## src/rtl/wrhp_pkg.sv

```systemverilog
`default_nettype none
package wrhp_pkg;

   // Width of the byte counter; it saturates at its all-ones value.
   localparam int COUNT_BITS = 32;

   localparam logic [2:0] STATUS_OK       = 3'd0;
   localparam logic [2:0] STATUS_SHORT    = 3'd1;
   localparam logic [2:0] STATUS_BAD_TAG  = 3'd2;
   localparam logic [2:0] STATUS_BAD_FMT  = 3'd3;
   localparam logic [2:0] STATUS_NO_DATA  = 3'd4;

   typedef struct packed {
      logic [7:0] in_byte;
      logic       is_final;
   } req_payload_type;

   typedef struct packed {
      logic [2:0]  status;
      logic [31:0] pcm_offset;
      logic [31:0] pcm_length;
      logic [31:0] rate_hz;
      logic [1:0]  channel_count;
      logic [4:0]  sample_width;
   } rsp_payload_type;

   // Input register contents handed to the parser.
   typedef struct packed {
      logic            valid;
      req_payload_type data;
   } stage_type;

   // Format fields gathered from a fmt chunk body.
   typedef struct packed {
      logic        bps16;
      logic [15:0] ch;
      logic        fmt1;
      logic [31:0] rate;
   } fmt_type;

endpackage
`default_nettype wire

```

## src/rtl/wav_riff_header_parser.sv

```systemverilog
// A result is registered in the response register after the parser takes the last byte from
// the input register. Throughput: one byte per cycle; a byte is held there while the
// parser state and the result register update, and only a waiting result blocks a final byte.
// Reset is synchronous and active high; it clears all parser state and the valid flags of
// both register stages, and the parser also returns to that state after each final byte.
`default_nettype none
module wav_riff_header_parser
   import wrhp_pkg::*;
(
   input  wire logic            clock,
   input  wire logic            reset,
   input  wire logic            req_valid,
   output logic                 req_ready,
   input  wire req_payload_type req_data,
   output logic                 rsp_valid,
   input  wire logic            rsp_ready,
   output rsp_payload_type      rsp_data
);

   stage_type       stage;
   logic            advance;
   logic            res_valid;
   rsp_payload_type res;

   // A final byte waits while the previous result has not been taken.
   assign advance = stage.valid &&
                    !(stage.data.is_final && rsp_valid && !rsp_ready);

   wrhp_byte_stage u_byte_stage (
      .clock     (clock),
      .reset     (reset),
      .req_valid (req_valid),
      .req_ready (req_ready),
      .req_data  (req_data),
      .advance   (advance),
      .stage     (stage)
   );

   wrhp_parser u_parser (
      .clock     (clock),
      .reset     (reset),
      .stage     (stage),
      .advance   (advance),
      .res_valid (res_valid),
      .res       (res)
   );

   wrhp_rsp_reg u_rsp_reg (
      .clock     (clock),
      .reset     (reset),
      .res_valid (res_valid),
      .res       (res),
      .rsp_valid (rsp_valid),
      .rsp_ready (rsp_ready),
      .rsp_data  (rsp_data)
   );

endmodule
`default_nettype wire

```

## src/rtl/wrhp_byte_stage.sv

```systemverilog
`default_nettype none
module wrhp_byte_stage
   import wrhp_pkg::*;
(
   input  wire logic            clock,
   input  wire logic            reset,
   input  wire logic            req_valid,
   output logic                 req_ready,
   input  wire req_payload_type req_data,
   input  wire logic            advance,
   output stage_type            stage
);

   logic            valid_ff;
   req_payload_type data_ff;

   assign req_ready = !valid_ff || advance;
   assign stage.valid = valid_ff;
   assign stage.data  = data_ff;

   always_ff @(posedge clock) begin
      if (reset) begin
         valid_ff <= 1'b0;
      end else if (req_ready) begin
         valid_ff <= req_valid;
      end
   end

   always_ff @(posedge clock) begin
      if (req_ready && req_valid) begin
         data_ff <= req_data;
      end
   end

endmodule
`default_nettype wire

```

## src/rtl/wrhp_parser.sv

```systemverilog
`default_nettype none
module wrhp_parser
   import wrhp_pkg::*;
(
   input  wire logic      clock,
   input  wire logic      reset,
   input  wire stage_type stage,
   input  wire logic      advance,
   output logic           res_valid,
   output rsp_payload_type res
);

   localparam logic [1:0] PH_TAGS = 2'd0;
   localparam logic [1:0] PH_HEAD = 2'd1;
   localparam logic [1:0] PH_BODY = 2'd2;
   localparam logic [1:0] PH_PAD  = 2'd3;

   localparam logic [31:0] TagRiff = 32'h52494646;
   localparam logic [31:0] TagWave = 32'h57415645;
   localparam logic [31:0] TagFmt  = 32'h666D7420;
   localparam logic [31:0] TagData = 32'h64617461;
   localparam logic [31:0] MinFileLen = 32'd44;
   localparam logic [31:0] FmtMinLen  = 32'd16;
   localparam logic [31:0] ChunkStart = 32'd12;
   localparam logic [COUNT_BITS-1:0] CountMax = {COUNT_BITS{1'b1}};

   logic [COUNT_BITS-1:0] byte_count_ff, byte_count_in;
   logic [1:0]  parse_phase_ff, parse_phase_in;
   logic [2:0]  header_pos_ff, header_pos_in;
   logic        tags_good_ff, tags_good_in;
   logic [31:0] chunk_tag_ff, chunk_tag_in;
   logic [31:0] chunk_len_ff, chunk_len_in;
   logic [31:0] body_left_ff, body_left_in;
   fmt_type     pending_fmt_ff, pending_fmt_in;
   fmt_type     saved_fmt_ff, saved_fmt_in;
   logic [31:0] saved_off_ff, saved_off_in;
   logic [31:0] saved_len_ff, saved_len_in;
   logic        pcm_found_ff, pcm_found_in;

   logic [31:0] idx;
   logic [31:0] total;
   logic [31:0] pos;
   logic [7:0]  b;
   logic [7:0]  tag_byte_riff;
   logic [7:0]  tag_byte_wave;
   logic        commit;
   logic [2:0]  status;

   assign b   = stage.data.in_byte;
   assign idx = 32'(byte_count_ff);
   assign pos = chunk_len_ff - body_left_ff;
   assign tag_byte_riff = TagRiff[(5'd24 - {idx[1:0], 3'b000}) +: 8];
   assign tag_byte_wave = TagWave[(5'd24 - {idx[1:0], 3'b000}) +: 8];

   always_comb begin
      byte_count_in  = byte_count_ff;
      parse_phase_in = parse_phase_ff;
      header_pos_in  = header_pos_ff;
      tags_good_in   = tags_good_ff;
      chunk_tag_in   = chunk_tag_ff;
      chunk_len_in   = chunk_len_ff;
      body_left_in   = body_left_ff;
      pending_fmt_in = pending_fmt_ff;
      saved_fmt_in   = saved_fmt_ff;
      saved_off_in   = saved_off_ff;
      saved_len_in   = saved_len_ff;
      pcm_found_in   = pcm_found_ff;
      commit         = 1'b0;
      status         = STATUS_OK;
      res            = '0;
      res_valid      = 1'b0;

      if (byte_count_ff == CountMax) begin
         total = idx;
      end else begin
         total = idx + 32'd1;
      end

      if (advance) begin
         byte_count_in = (byte_count_ff == CountMax) ? byte_count_ff
                                                      : byte_count_ff + COUNT_BITS'(1);
         case (parse_phase_ff)
            PH_TAGS: begin
               if (idx < 32'd4) begin
                  if (tag_byte_riff != b) tags_good_in = 1'b0;
               end else if (idx >= 32'd8 && idx < ChunkStart) begin
                  if (tag_byte_wave != b) tags_good_in = 1'b0;
               end
               if (idx + 32'd1 >= ChunkStart) begin
                  parse_phase_in = PH_HEAD;
                  header_pos_in  = 3'd0;
               end
            end
            PH_HEAD: begin
               if (!header_pos_ff[2]) begin
                  chunk_tag_in = {chunk_tag_ff[23:0], b};
               end else begin
                  chunk_len_in = {b, chunk_len_ff[31:8]};
               end
               header_pos_in = header_pos_ff + 3'd1;
               if (header_pos_ff == 3'd7) begin
                  pending_fmt_in = '0;
                  body_left_in   = chunk_len_in;
                  if (chunk_len_in == 32'd0) begin
                     commit = 1'b1;
                  end else begin
                     parse_phase_in = PH_BODY;
                  end
               end
            end
            PH_BODY: begin
               case (pos)
                  32'd0:  if (b == 8'd1) pending_fmt_in.fmt1 = 1'b1;
                  32'd1:  if (b != 8'd0) pending_fmt_in.fmt1 = 1'b0;
                  32'd2:  pending_fmt_in.ch[7:0]    = pending_fmt_ff.ch[7:0] | b;
                  32'd3:  pending_fmt_in.ch[15:8]   = pending_fmt_ff.ch[15:8] | b;
                  32'd4:  pending_fmt_in.rate[7:0]  = pending_fmt_ff.rate[7:0] | b;
                  32'd5:  pending_fmt_in.rate[15:8] = pending_fmt_ff.rate[15:8] | b;
                  32'd6:  pending_fmt_in.rate[23:16] = pending_fmt_ff.rate[23:16] | b;
                  32'd7:  pending_fmt_in.rate[31:24] = pending_fmt_ff.rate[31:24] | b;
                  32'd14: if (b == 8'd16) pending_fmt_in.bps16 = 1'b1;
                  32'd15: if (b != 8'd0) pending_fmt_in.bps16 = 1'b0;
                  default: ;
               endcase
               body_left_in = body_left_ff - 32'd1;
               if (body_left_in == 32'd0) begin
                  commit = 1'b1;
               end
            end
            default: begin
               parse_phase_in = PH_HEAD;
               header_pos_in  = 3'd0;
            end
         endcase

         // A finished chunk updates the saved format or data location.
         if (commit) begin
            parse_phase_in = chunk_len_in[0] ? PH_PAD : PH_HEAD;
            header_pos_in  = 3'd0;
            if (chunk_tag_in == TagFmt && chunk_len_in >= FmtMinLen) begin
               saved_fmt_in = pending_fmt_in;
            end else if (chunk_tag_in == TagData) begin
               saved_off_in = idx + 32'd1 - chunk_len_in;
               saved_len_in = chunk_len_in;
               pcm_found_in = 1'b1;
            end
         end

         if (stage.data.is_final) begin
            if (total < MinFileLen) begin
               status = STATUS_SHORT;
            end else if (!tags_good_in) begin
               status = STATUS_BAD_TAG;
            end else if (!saved_fmt_in.fmt1 || saved_fmt_in.rate == 32'd0 ||
                         saved_fmt_in.ch == 16'd0 || saved_fmt_in.ch > 16'd2 ||
                         !saved_fmt_in.bps16) begin
               status = STATUS_BAD_FMT;
            end else if (!pcm_found_in || saved_len_in == 32'd0) begin
               status = STATUS_NO_DATA;
            end else begin
               status = STATUS_OK;
            end
            res_valid  = 1'b1;
            res.status = status;
            if (status == STATUS_OK) begin
               res.pcm_offset    = saved_off_in;
               res.pcm_length    = saved_len_in;
               res.rate_hz       = saved_fmt_in.rate;
               res.channel_count = saved_fmt_in.ch[1:0];
               res.sample_width  = 5'd16;
            end
            // The next byte starts a new file.
            byte_count_in  = '0;
            parse_phase_in = PH_TAGS;
            header_pos_in  = 3'd0;
            tags_good_in   = 1'b1;
            chunk_tag_in   = '0;
            chunk_len_in   = '0;
            body_left_in   = '0;
            pending_fmt_in = '0;
            saved_fmt_in   = '0;
            saved_off_in   = '0;
            saved_len_in   = '0;
            pcm_found_in   = 1'b0;
         end
      end
   end

   always_ff @(posedge clock) begin
      if (reset) begin
         byte_count_ff  <= '0;
         parse_phase_ff <= PH_TAGS;
         header_pos_ff  <= 3'd0;
         tags_good_ff   <= 1'b1;
         chunk_tag_ff   <= '0;
         chunk_len_ff   <= '0;
         body_left_ff   <= '0;
         pending_fmt_ff <= '0;
         saved_fmt_ff   <= '0;
         saved_off_ff   <= '0;
         saved_len_ff   <= '0;
         pcm_found_ff   <= 1'b0;
      end else begin
         byte_count_ff  <= byte_count_in;
         parse_phase_ff <= parse_phase_in;
         header_pos_ff  <= header_pos_in;
         tags_good_ff   <= tags_good_in;
         chunk_tag_ff   <= chunk_tag_in;
         chunk_len_ff   <= chunk_len_in;
         body_left_ff   <= body_left_in;
         pending_fmt_ff <= pending_fmt_in;
         saved_fmt_ff   <= saved_fmt_in;
         saved_off_ff   <= saved_off_in;
         saved_len_ff   <= saved_len_in;
         pcm_found_ff   <= pcm_found_in;
      end
   end

endmodule
`default_nettype wire

```

## src/rtl/wrhp_rsp_reg.sv

```systemverilog
`default_nettype none
module wrhp_rsp_reg
   import wrhp_pkg::*;
(
   input  wire logic            clock,
   input  wire logic            reset,
   input  wire logic            res_valid,
   input  wire rsp_payload_type res,
   output logic                 rsp_valid,
   input  wire logic            rsp_ready,
   output rsp_payload_type      rsp_data
);

   logic            valid_ff;
   rsp_payload_type data_ff;

   assign rsp_valid = valid_ff;
   assign rsp_data  = data_ff;

   always_ff @(posedge clock) begin
      if (reset) begin
         valid_ff <= 1'b0;
      end else if (res_valid) begin
         valid_ff <= 1'b1;
      end else if (rsp_ready) begin
         valid_ff <= 1'b0;
      end
   end

   always_ff @(posedge clock) begin
      if (res_valid) begin
         data_ff <= res;
      end
   end

endmodule
`default_nettype wire

```

## config.mk

```make
export PLATFORM = sky130hd
export DESIGN_NAME = wav_riff_header_parser
export DESIGN_NICKNAME = d
export VERILOG_FILES = /design/src/rtl/wrhp_pkg.sv /design/src/rtl/wav_riff_header_parser.sv /design/src/rtl/wrhp_byte_stage.sv /design/src/rtl/wrhp_parser.sv /design/src/rtl/wrhp_rsp_reg.sv
export SDC_FILE = /design/constraint.sdc
export NUM_CORES = 1
export LEC_CHECK = 0
export ABC_AREA = 1
export BUFFER_PORTS_ARGS = -buffer_cell sky130_fd_sc_hd__clkbuf_2
export CAP_MARGIN = 40
export CORE_MARGIN = 5
export CORE_UTILIZATION = 45
export DETAILED_ROUTE_END_ITERATION = 10
export PLACE_DENSITY = 0.75
export RECOVER_POWER = 50
export SYNTH_ARGS = -nofsm -noshare
export SYNTH_HDL_FRONTEND = slang
export SYNTH_HIERARCHICAL = 1
export SYNTH_SLANG_ARGS = --single-unit
export TNS_END_PERCENT = 10
```

## constraint.sdc

```tcl
create_clock -name clock -period 4.1 [get_ports clock]
set_clock_uncertainty 0.2 [all_clocks]
set_input_delay 0.615 -clock clock [delete_from_list [all_inputs] [get_ports clock]]
set_output_delay 0.615 -clock clock [all_outputs]
set_load 0.03 [all_outputs]
```

---- Yosys cells after proc, flatten, opt, wreduce, memory -nomap -nowiden ----
Index checks and enable logic that the tools add are counted.
word-level totals
  bits of input ports ..................... 13
  logic and storage cells ................. 189
  register bits after elaboration ......... 416
  output and inout port bits .............. 108
cells by class
  $add $sub $neg .......................... 6
  mux-type cells .......................... 82
  bitwise gates (word level) .............. 6
  equality and inequality tests ........... 24
  magnitude comparators ................... 7
  reductions and logical operators ........ 34
  shift-type cells ........................ 2
operator list
  operator                                                             count
  2-to-1 mux 32 bit                                                    23
  2-to-1 mux 50 bit                                                    6
  zero test 32 bit                                                     5
  equality test 32 x 3 -> 1 bit (second input constant)                4
  case mux 50 bit (2 select lines)                                     1
  equality test 32 x 2 -> 1 bit (second input constant)                2
  equality test 32 x 31 -> 1 bit (second input constant)               2
  equality test 32 x 4 -> 1 bit (second input constant)                2
  greater-or-equal comparator 32 x 4 -> 1 bit (second input constant)  2
  case mux 32 bit (2 select lines)                                     1
  variable part select 32 x 6 -> 8 bit (first input constant)          2
  subtractor 32 bit                                                    2
  2-to-1 mux 8 bit                                                     6
  OR 8 bit                                                             6
  adder 32 x 1 -> 32 bit (second input constant)                       1
  equality test 32 x 1 -> 1 bit (second input constant)                1
  equality test 32 bit (second input constant)                         1
  greater-or-equal comparator 32 x 5 -> 1 bit (second input constant)  1
  < comparator 32 x 3 -> 1 bit (second input constant)                 1
  < comparator 32 x 4 -> 1 bit (second input constant)                 1
  < comparator 32 x 6 -> 1 bit (second input constant)                 1
  subtractor 32 x 1 -> 32 bit (second input constant)                  1
  2-to-1 mux 3 bit                                                     9
  2-to-1 mux 1 bit                                                     24
  other kinds (29)                                                     56

---- Logic depth before layout (Yosys ltp) ----
Gate-level depths: netlist (run 1).
  word-level depth ........................ 24
  depth in mapped cells ................... 38
  gate-level depth less buffers ........... 35

---- Modules after synthesis ----
Netlist (run 1), hierarchy kept.
by module, submodules not included
  module                  instances  seq. area each (um2)  area an instance (um2)  cells an instance
  wrhp_parser             1          5985.7                24498.5                 4300
  wrhp_rsp_reg            1          3203.1                3223.1                  111
  wrhp_byte_stage         1          290.3                 325.3                   16
  wav_riff_header_parser  1          0.0                   15.0                    4

---- Least setup slack after synthesis (run 1) ----
Ideal clock, no wire load.
  path kind ............................... register to register
  start point ............................. register u_parser.header_pos_ff[2]
  end point ............................... register u_parser.saved_off_ff[28]
  setup slack ............................. -0.469 ns
  arrival time ............................ 4.299 ns
  clock period less this slack ............ 4.569 ns
  library setup time ...................... 0.070 ns
  path buffers ............................ 3
  required time ........................... 3.830 ns
  cell stages (with the launch flop) ...... 27
  cell sequence ........................... dfxtp_1 > buf_4 > buf_2 > buf_2 > nand2_1 > o21ai_0 > o21ai_0 > ha_1 > inv_1 > fa_1 > nand3_1 > nand2_1 > nand2_1 > o211ai_1 > a31oi_1 > o21ai_0 > a21boi_0 > inv_1 > a21oi_1 > o21ai_0 > a21boi_0 > o21ai_0 > xnor2_1 > nand2_1 > o21ai_0 > or2_2 > a21oi_1
on the way
  word-level cells in the longest chain between the ends .. 10
  elaborated cells on any way between the ends .. 23
  classes of those cells .................. add/sub (1); order compare (1); eq/ne (3); mux (16); reduce/logical (2)
ends and longest elaborated chain
  item                                                   line                                   RTL
  start: declaration                                     wrhp_parser.sv:29                      logic [2:0] header_pos_ff, header_pos_in;
  start signal: assignment                               wrhp_parser.sv:206                     header_pos_ff <= header_pos_in;
  2-to-1 mux 32 bit                                      wrhp_parser.sv:95                      if (!header_pos_ff[2]) begin
  2-to-1 mux 32 bit                                      wrhp_parser.sv:82                      case (parse_phase_ff)
  2-to-1 mux 32 bit                                      wrhp_parser.sv:79                      if (advance) begin
  2-to-1 mux 32 bit or zero test 32 bit (tied branches)  wrhp_parser.sv:82, wrhp_parser.sv:104
  2-to-1 mux 32 bit or 2-to-1 mux 1 bit (tied branches)  wrhp_parser.sv:79, wrhp_parser.sv:104
  subtractor 32 bit (tied with other cells)              wrhp_parser.sv:143                     saved_off_in = idx + 32'd1 - chunk_len_in;
  2-to-1 mux 32 bit (tied with other cells)              wrhp_parser.sv:142                     end else if (chunk_tag_in == TagData) begin
  2-to-1 mux 32 bit or 2-to-1 mux 1 bit (tied branches)  wrhp_parser.sv:140, wrhp_parser.sv:79
  2-to-1 mux 32 bit *                                    wrhp_parser.sv:137                     if (commit) begin
  2-to-1 mux 32 bit *                                    wrhp_parser.sv:149                     if (stage.data.is_final) begin
  end signal: assignment                                 wrhp_parser.sv:213                     saved_off_ff <= saved_off_in;
  end: declaration                                       wrhp_parser.sv:36                      logic [31:0] saved_off_ff, saved_off_in;
Every way passes the cells marked *; elsewhere a longest branch is shown, timed or not. The select of a mux whose other input is x is not followed.
A chain may end at the register's enable or synchronous reset.

---- Worst setup path in the final report (run 1) ----
  start point ............................. register u_parser.body_left_ff[6]
  end point ............................... register u_rsp_reg.data_ff (netlist bit u_rsp_reg/rsp_data[88]) (data pin)
on the way
  word-level cells in the longest chain between the ends .. 19
  elaborated cells on any way between the ends .. 53
  classes of those cells .................. add/sub (2); order compare (1); eq/ne (9); mux (26); reduce/logical (15)
ends and longest elaborated chain
  item                                                                        line                RTL
  start: declaration                                                          wrhp_parser.sv:33   logic [31:0] body_left_ff, body_left_in;
  start signal: assignment                                                    wrhp_parser.sv:210  body_left_ff <= body_left_in;
  parallel branches: the longest is 19 deep, another holds subtractor 32 bit  n/a
  end signal: assignment                                                      wrhp_rsp_reg.sv:32  data_ff <= res;
  end: declaration                                                            wrhp_rsp_reg.sv:15  rsp_payload_type data_ff;
Several ways; the timed one is not identified. The select of a mux whose other input is x is not followed.

==> results of run 1 <==
## power breakdown
part | switching (mW) | internal (mW)
clock | 1.82 | 2.41
sequential | 0.0496 | 4.30
combinational | 1.76 | 1.18
## final cells by class
class,instances,area (um2),share of cell area (%)
Sequential cell,416,9560,24.3
Clock inverter,24,240,0.610
Multi-Input combinational cell,3240,17300,44.0
Tap cell,837,1050,2.66
Timing Repair Buffer,1008,7780,19.8
Clock buffer,59,1250,3.18
Inverter,570,2150,5.47
## flip-flops by register name, indices dropped and copies added (netlist names), 2 cells and up
register and flops:
u_parser/pending_fmt_ff 50, u_parser/saved_fmt_ff 50, u_parser/chunk_tag_ff 32, u_byte_stage/stage 9, u_rsp_reg/rsp_data 106, u_parser/body_left_ff 32, u_parser/parse_phase_ff 2, u_parser/header_pos_ff 3
u_parser/byte_count_ff 32, u_parser/saved_off_ff 32, u_parser/chunk_len_ff 32, u_parser/saved_len_ff 32
## layout by cell type, fill, tap and decap left out, drive strengths merged, types with 2 or more instances in the layout
| cell type | instances |
|---|---|
| a211oi | 4 |
| a2bb2oi | 8 |
| conb | 4 |
| o21a | 6 |
| dlygate4sd3 | 5 |
| and3 | 2 |
| inv | 565 |
| o22ai | 16 |
| buf | 878 |
| and2 | 6 |
| mux2i | 18 |
| nand2 | 1393 |
| clkinv | 23 |
| nor4 | 35 |
| a21oi | 373 |
| xor2 | 62 |
| nand3 | 283 |
| o221ai | 2 |
| xnor2 | 16 |
| a21boi | 2 |
| nand4 | 95 |
| nand3b | 7 |
| nor4b | 2 |
| ha | 75 |
| nor2 | 449 |
| fa | 2 |
| bufinv | 4 |
| clkbuf | 184 |
| a21o | 2 |
| a31oi | 57 |
| nor3 | 38 |
| or2 | 46 |
| dfxtp | 301 |
| o21ai | 219 |
| o211ai | 7 |
| edfxtp | 115 |
| clkinvlp | 2 |
## routing by layer
layer / GRT usage [%] / routed length [um]
met4: 10.2 / 4210
met3: 4.24 / 9560
met1: 38.5 / 42200
met2: 48.0 / 48000
met5: 0 / 0
## final timing paths
kind         depth (start not counted)                   endpoint                      start
min reg2reg                          2  u_parser/saved_fmt_ff[17]  u_parser/saved_fmt_ff[17]
max reg2reg                         39     u_rsp_reg/rsp_data[88]   u_parser/body_left_ff[6]
min                                  1      u_byte_stage/stage[5]                req_data[5]
max                                 39     u_rsp_reg/rsp_data[88]   u_parser/body_left_ff[6]
## cell families after synthesis
group                    after synthesis
AO/OA/AOI/OAI                        706
XOR/XNOR                              78
adder cells (fa/ha/maj)               77
buffers and inverters                778
flip-flops                           416
multiplexers                          18
other                                  1
AND/OR/NAND/NOR                     2357
## through the flow
stage	total power, mW	instances	TNS [ps]
5_1_grt	12.0	6154	-105190
3_3_place_gp	6.95	5963	-86390
3_5_place_dp	6.98	5963	-93380
2_1_floorplan	5.93	4434	-828
6_report	11.5	6154	-69570
4_1_cts	11.3	6126	-47830
## timing repair
| item | CTS | global route |
|---|---|---|
| gates resized for setup | 247 | 316 |
| pin swaps | 54 | 119 |
| setup endpoints to repair | 122 | 126 |
| buffers inserted | 64 | 30 |
| endpoints found under the hold margin | 5 | 0 |
| hold buffers | 5 | 0 |
| cloned | 11 | 1 |
==> impl_metrics.env, run 1 <==
export IMPL_worst_setup_path_start_kind="flop"
export IMPL_hpwl_um=71600
export IMPL_clock_latency_ps=610
export IMPL_max_clock_path_buffers=3
export IMPL_die_height_um=260
export IMPL_place_gp_congestion=0.970
export IMPL_grt_usage_pct=28.9
export IMPL_failed_checks="max-capacitance violations, max-slew violations, negative setup slack"
export IMPL_num_fill_cells=5229
export IMPL_synthesis_area_per_instance_um2=6.33
export IMPL_grt_antenna_before_repair=0
export IMPL_layout_cells_sized_above_1_pct=28.2
export IMPL_worst_slew_margin_rel_pct=-24.0
export IMPL_hold_viol_final=0
export IMPL_worst_endpoint_arrival_ps=4920
export IMPL_placement_cell_area_um2=35000
export IMPL_num_rows=91
export IMPL_htree_num_levels=2
export IMPL_path_clk_slew_ps=60
export IMPL_detail_route_drc_violations=0
export IMPL_synth_ff_latch_count=416
export IMPL_yosysMostFrequentCell="sky130_fd_sc_hd__nand2_1"
export IMPL_synth_simple_gate_area_share_pct=35.4
export IMPL_finalMaxSlewViolations=230
export IMPL_post_synth_top_area_cell="sky130_fd_sc_hd__dfxtp_1"
export IMPL_critical_path_slowest_cell="sky130_fd_sc_hd__dfxtp_2"
export IMPL_globalRouteOverflowTotal=0
export IMPL_outcome="finished with violations"
export IMPL_floorplan_die_width_um=260
export IMPL_io_pins=121
export IMPL_critPathMaxStageDelay_ps=360
export IMPL_dominant_register_cell_in_the_synthesized_netlist="sky130_fd_sc_hd__dfxtp_1"
export IMPL_detail_route_wl_per_cell_um=16.9
export IMPL_finalHoldWorstSlack_ps=22.6
export IMPL_synth_common_cells="sky130_fd_sc_hd__nand2_1 (1383), sky130_fd_sc_hd__inv_1 (553), sky130_fd_sc_hd__nor2_1 (423)"
export IMPL_fin_ws_ps=-650
export IMPL_critPathTopFamily="simple AND/OR/NAND/NOR gates"
export IMPL_async_flop_share_pct=0
export IMPL_drv_max_cap_violation_count=3
export IMPL_synth_compound_area_share_pct=13.4
export IMPL_finalSetupViolations=227
export IMPL_synth_xor_xnor_area_share_pct=2.43
export IMPL_dp_slack_ps=-900
export IMPL_coreArea_um2=61700
export IMPL_initial_utilization_pct=45.5
export IMPL_p_leak_nw=17.5
export IMPL_number_of_enable_type_register_cells_in_the_synthesized_netlist=115
export IMPL_drtIter0Drc=3602
export IMPL_synth_top_family_by_area="simple AND/OR/NAND/NOR gates"
export IMPL_regToRegSetupSlack_ps=-650
export IMPL_synth_warning_count=6
export IMPL_routed_via_count=33200
export IMPL_grt_pass1_wl_um=160000
export IMPL_synth_mux_area_fraction_pct=0.642
export IMPL_rsz0062_at_grt="true"
export IMPL_layout_min_cycle_time_ps=4750
export IMPL_grt_pass1_vias=30600
export IMPL_syn_instance_count=4431
export IMPL_cts_made_buffers=45
export IMPL_path_class="reg -> reg"
export IMPL_netlist_area_um2=28100
export IMPL_n_antenna_cell=0
export IMPL_max_slew_worst_pin_slew_ps=1860
export IMPL_cts_sink_count=416
export IMPL_top_cell_type_s_share_of_synthesized_area_pct=21.5
export IMPL_period_share_pct=116
export IMPL_number_of_routed_nets_with_antenna_violations=0
export IMPL_final_nets=5371
export IMPL_cp_max_fo=8
export IMPL_maximum_number_of_pins_on_one_net_before_global_route_repair=160
export IMPL_yosysSeqAreaShare_pct=33.8
export IMPL_post_synth_fa_ha_maj_area_fraction_pct=3.49
export IMPL_peakVddDrop_mv=0.252
export IMPL_routed_wl_um=104000
export IMPL_post_synth_main_area_contributors="sky130_fd_sc_hd__dfxtp_1 (21%), sky130_fd_sc_hd__nand2_1 (18%), sky130_fd_sc_hd__edfxtp_1 (12%)"
export IMPL_buffer_ports_inserted=120
export IMPL_tritoncts="built"
export IMPL_end_kind="flop"
export IMPL_critical_path_n_buffers_inverters=10
export IMPL_timing_critical_path_required_ps=4270
export IMPL_power_per_cell_area_nw_per_um2=293
export IMPL_hold_wc_path_type="in -> reg"
export IMPL_final_core_util_pct=63.8
export IMPL_die_area_um2=67500
export IMPL_via_per_inst=5.39
export IMPL_final_cell_area_um2=39400
export IMPL_cts_root_buf="sky130_fd_sc_hd__clkbuf_16"
export IMPL_cp_common_cell="sky130_fd_sc_hd__nand2_2"
export IMPL_syn_to_final_growth_pct=40.3
export IMPL_timing_fmax_ghz=0.211
export IMPL_firstDrtPassIters=6
export IMPL_synth_lib_cells_used_distinct=61
Note: power is estimated with default switching activity, not from simulation.
==> run 2, diff against run 1 <==
--- a/config.mk
+++ b/config.mk
@@ -11,7 +11,7 @@
 export CORE_MARGIN = 5
 export CORE_UTILIZATION = 45
 export DETAILED_ROUTE_END_ITERATION = 10
-export PLACE_DENSITY = 0.75
+export PLACE_DENSITY = 0.62
 export RECOVER_POWER = 50
 export SYNTH_ARGS = -nofsm -noshare
 export SYNTH_HDL_FRONTEND = slang
==> impl_metrics.env, run 2 (same netlist as run 1, synthesis figures left out) <==
export IMPL_syn_to_final_growth_pct=42.1
export IMPL_end_kind="flop"
export IMPL_layout_min_cycle_time_ps=4720
export IMPL_num_rows=91
export IMPL_hold_viol_final=0
export IMPL_period_share_pct=115
export IMPL_tritoncts="built"
export IMPL_critical_path_slowest_cell="sky130_fd_sc_hd__dfxtp_1"
export IMPL_p_leak_nw=17.9
export IMPL_worstRegToRegCells=35
export IMPL_buffer_ports_inserted=120
export IMPL_reg2reg_to="u_rsp_reg/rsp_data[75]"
export IMPL_clock_latency_ps=610
export IMPL_detail_route_drc_violations=0
export IMPL_worst_endpoint_arrival_ps=4870
export IMPL_cts_made_buffers=49
export IMPL_htree_num_levels=2
export IMPL_routed_via_count=32200
export IMPL_n_antenna_cell=0
export IMPL_layout_cells_sized_above_1_pct=28.6
export IMPL_power_switching_fraction_pct=30.5
export IMPL_beginning_of_the_worst_register_to_register_path="u_parser/body_left_ff[6]"
export IMPL_report_power_total_mw=12.1
export IMPL_num_fill_cells=5718
export IMPL_critPathMaxStageDelay_ps=330
export IMPL_final_cell_mix="sky130_fd_sc_hd__nand2_1 (1256), sky130_fd_sc_hd__buf_4 (845), sky130_fd_sc_hd__inv_1 (531)"
export IMPL_maximum_number_of_pins_on_one_net_before_global_route_repair=204
export IMPL_hpwl_um=73600
export IMPL_timing_critical_path_required_ps=4250
export IMPL_die_area_um2=67500
export IMPL_cp_common_cell="sky130_fd_sc_hd__nand2_1"
export IMPL_routed_wl_um=105000
export IMPL_grt_pass1_vias=29000
export IMPL_timing_fmax_ghz=0.212
export IMPL_cts_sink_count=416
export IMPL_grt_usage_pct=28.9
export IMPL_worst_slew_margin_rel_pct=17.5
export IMPL_place_gp_congestion=0.990
export IMPL_io_pins=121
export IMPL_worst_setup_path_start_kind="flop"
export IMPL_power_per_cell_area_nw_per_um2=303
export IMPL_finalMaxSlewViolations=0
export IMPL_final_nets=5413
export IMPL_via_per_inst=5.19
export IMPL_cts_root_buf="sky130_fd_sc_hd__clkbuf_16"
export IMPL_grt_pass1_wl_um=157000
export IMPL_setup_tns_final_ps=-58780
export IMPL_max_clock_path_buffers=3
export IMPL_largest_reg_flops=106
export IMPL_grt_antenna_before_repair=1
export IMPL_internal_power_mw=8.40
export IMPL_firstDrtPassIters=6
export IMPL_path_class="reg -> reg"
export IMPL_number_of_routed_nets_with_antenna_violations=0
export IMPL_hold_wc_path_type="in -> reg"
export IMPL_regToRegSetupSlack_ps=-620
export IMPL_hold_path_cell_count=3
export IMPL_coreArea_um2=61700
export IMPL_layout_commonest_cell="sky130_fd_sc_hd__nand2_1"
export IMPL_p_sw_mw=3.69
export IMPL_critPathCapture="u_rsp_reg/rsp_data[75]"
export IMPL_crit_path_start="u_parser/body_left_ff[6]"
export IMPL_finalSetupViolations=111
export IMPL_globalRouteOverflowTotal=0
export IMPL_outcome="finished with violations"
export IMPL_pwr_share_seq_pct=36.0
export IMPL_combPwrFrac_pct=24.4
export IMPL_rsz0062_at_grt="true"
export IMPL_detail_route_wl_per_cell_um=16.9
export IMPL_p_clk_share_pct=39.5
export IMPL_initial_utilization_pct=45.5
export IMPL_path_clk_slew_ps=60
export IMPL_die_height_um=260
export IMPL_drv_max_cap_violation_count=0
export IMPL_cp_max_fo=7
export IMPL_max_slew_worst_pin_slew_ps=1240
export IMPL_peakVddDrop_mv=0.324
export IMPL_finalHoldWorstSlack_ps=57.6
export IMPL_floorplan_die_width_um=260
export IMPL_dp_slack_ps=-875
export IMPL_fin_ws_ps=-621
export IMPL_drtIter0Drc=2900
export IMPL_failed_checks="negative setup slack"
==> run 2: critical path, delay by kind of cell (launching register included) <==
family        cells  cell delay (ps)
simple gates     27             2700
buf+inv           7              920
flops             1              330
fa+ha+maj         1              290
==> run 2: repair_timing <==
item,CTS,global route
endpoints found under the hold margin,9,0
pin swaps,58,133
buffers inserted,40,30
hold buffers,9,0
gates resized for setup,209,347
cloned,7,12
endpoints found under the setup margin,127,132
==> run 2: layer usage <==
metal	GRT usage, %	wire, um	part of all wire [%]
met1	39.6	45400	43
met2	47.0	48100	46
met3	4.23	7290	7.0
met4	9.53	3760	3.6
met5	0	13	0.012
==> run 2: final cells by class <==
class	count	area, um2	area share [%]
Clock buffer	67	1400	3.50
Sequential cell	416	9540	23.9
Timing Repair inverter	2	20.0	0.0502
Inverter	570	2160	5.41
Multi-Input combinational cell	3240	17300	43.3
Timing Repair Buffer	1044	8110	20.3
Clock inverter	24	349	0.875
Tap cell	837	1050	2.63
==> run 2: per-stage QoR <==
step / cell area (um2) / std cells / utilization (%)
after global routing: 39900 / 6200 / 64.6
after detailed placement: 35400 / 6016 / 57.4
after CTS: 38700 / 6163 / 62.6
after floorplan: 28100 / 4434 / -
after global placement: 35400 / 6016 / 57.4
final: 39900 / 6200 / 64.6
==> run 2: worst min path at each step <==
| stage | from | end | slack (ps) |
|---|---|---|---|
| 6_report | req_valid | u_byte_stage/valid_ff | 60 |
| 3_3_place_gp | u_parser/saved_fmt_ff[48] | u_parser/saved_fmt_ff[48] | 250 |
| 5_1_grt | req_valid | u_byte_stage/valid_ff | 70 |
| 3_5_place_dp | u_parser/saved_fmt_ff[44] | u_parser/saved_fmt_ff[44] | 250 |
| 4_1_cts | req_valid | u_byte_stage/valid_ff | 30 |
| 2_1_floorplan | u_parser/saved_fmt_ff[38] | u_parser/saved_fmt_ff[38] | 240 |
==> run 2: power groups by stage <==
stage          registers, mW  logic, mW  clock network [mW]
4_1_cts                 4.36       2.74                4.85
3_5_place_dp            4.45       2.61                   0
6_report                4.36       2.95                4.78
2_1_floorplan           4.54       1.40                   0
3_3_place_gp            4.45       2.60                   0
5_1_grt                 4.36       3.20                5.03
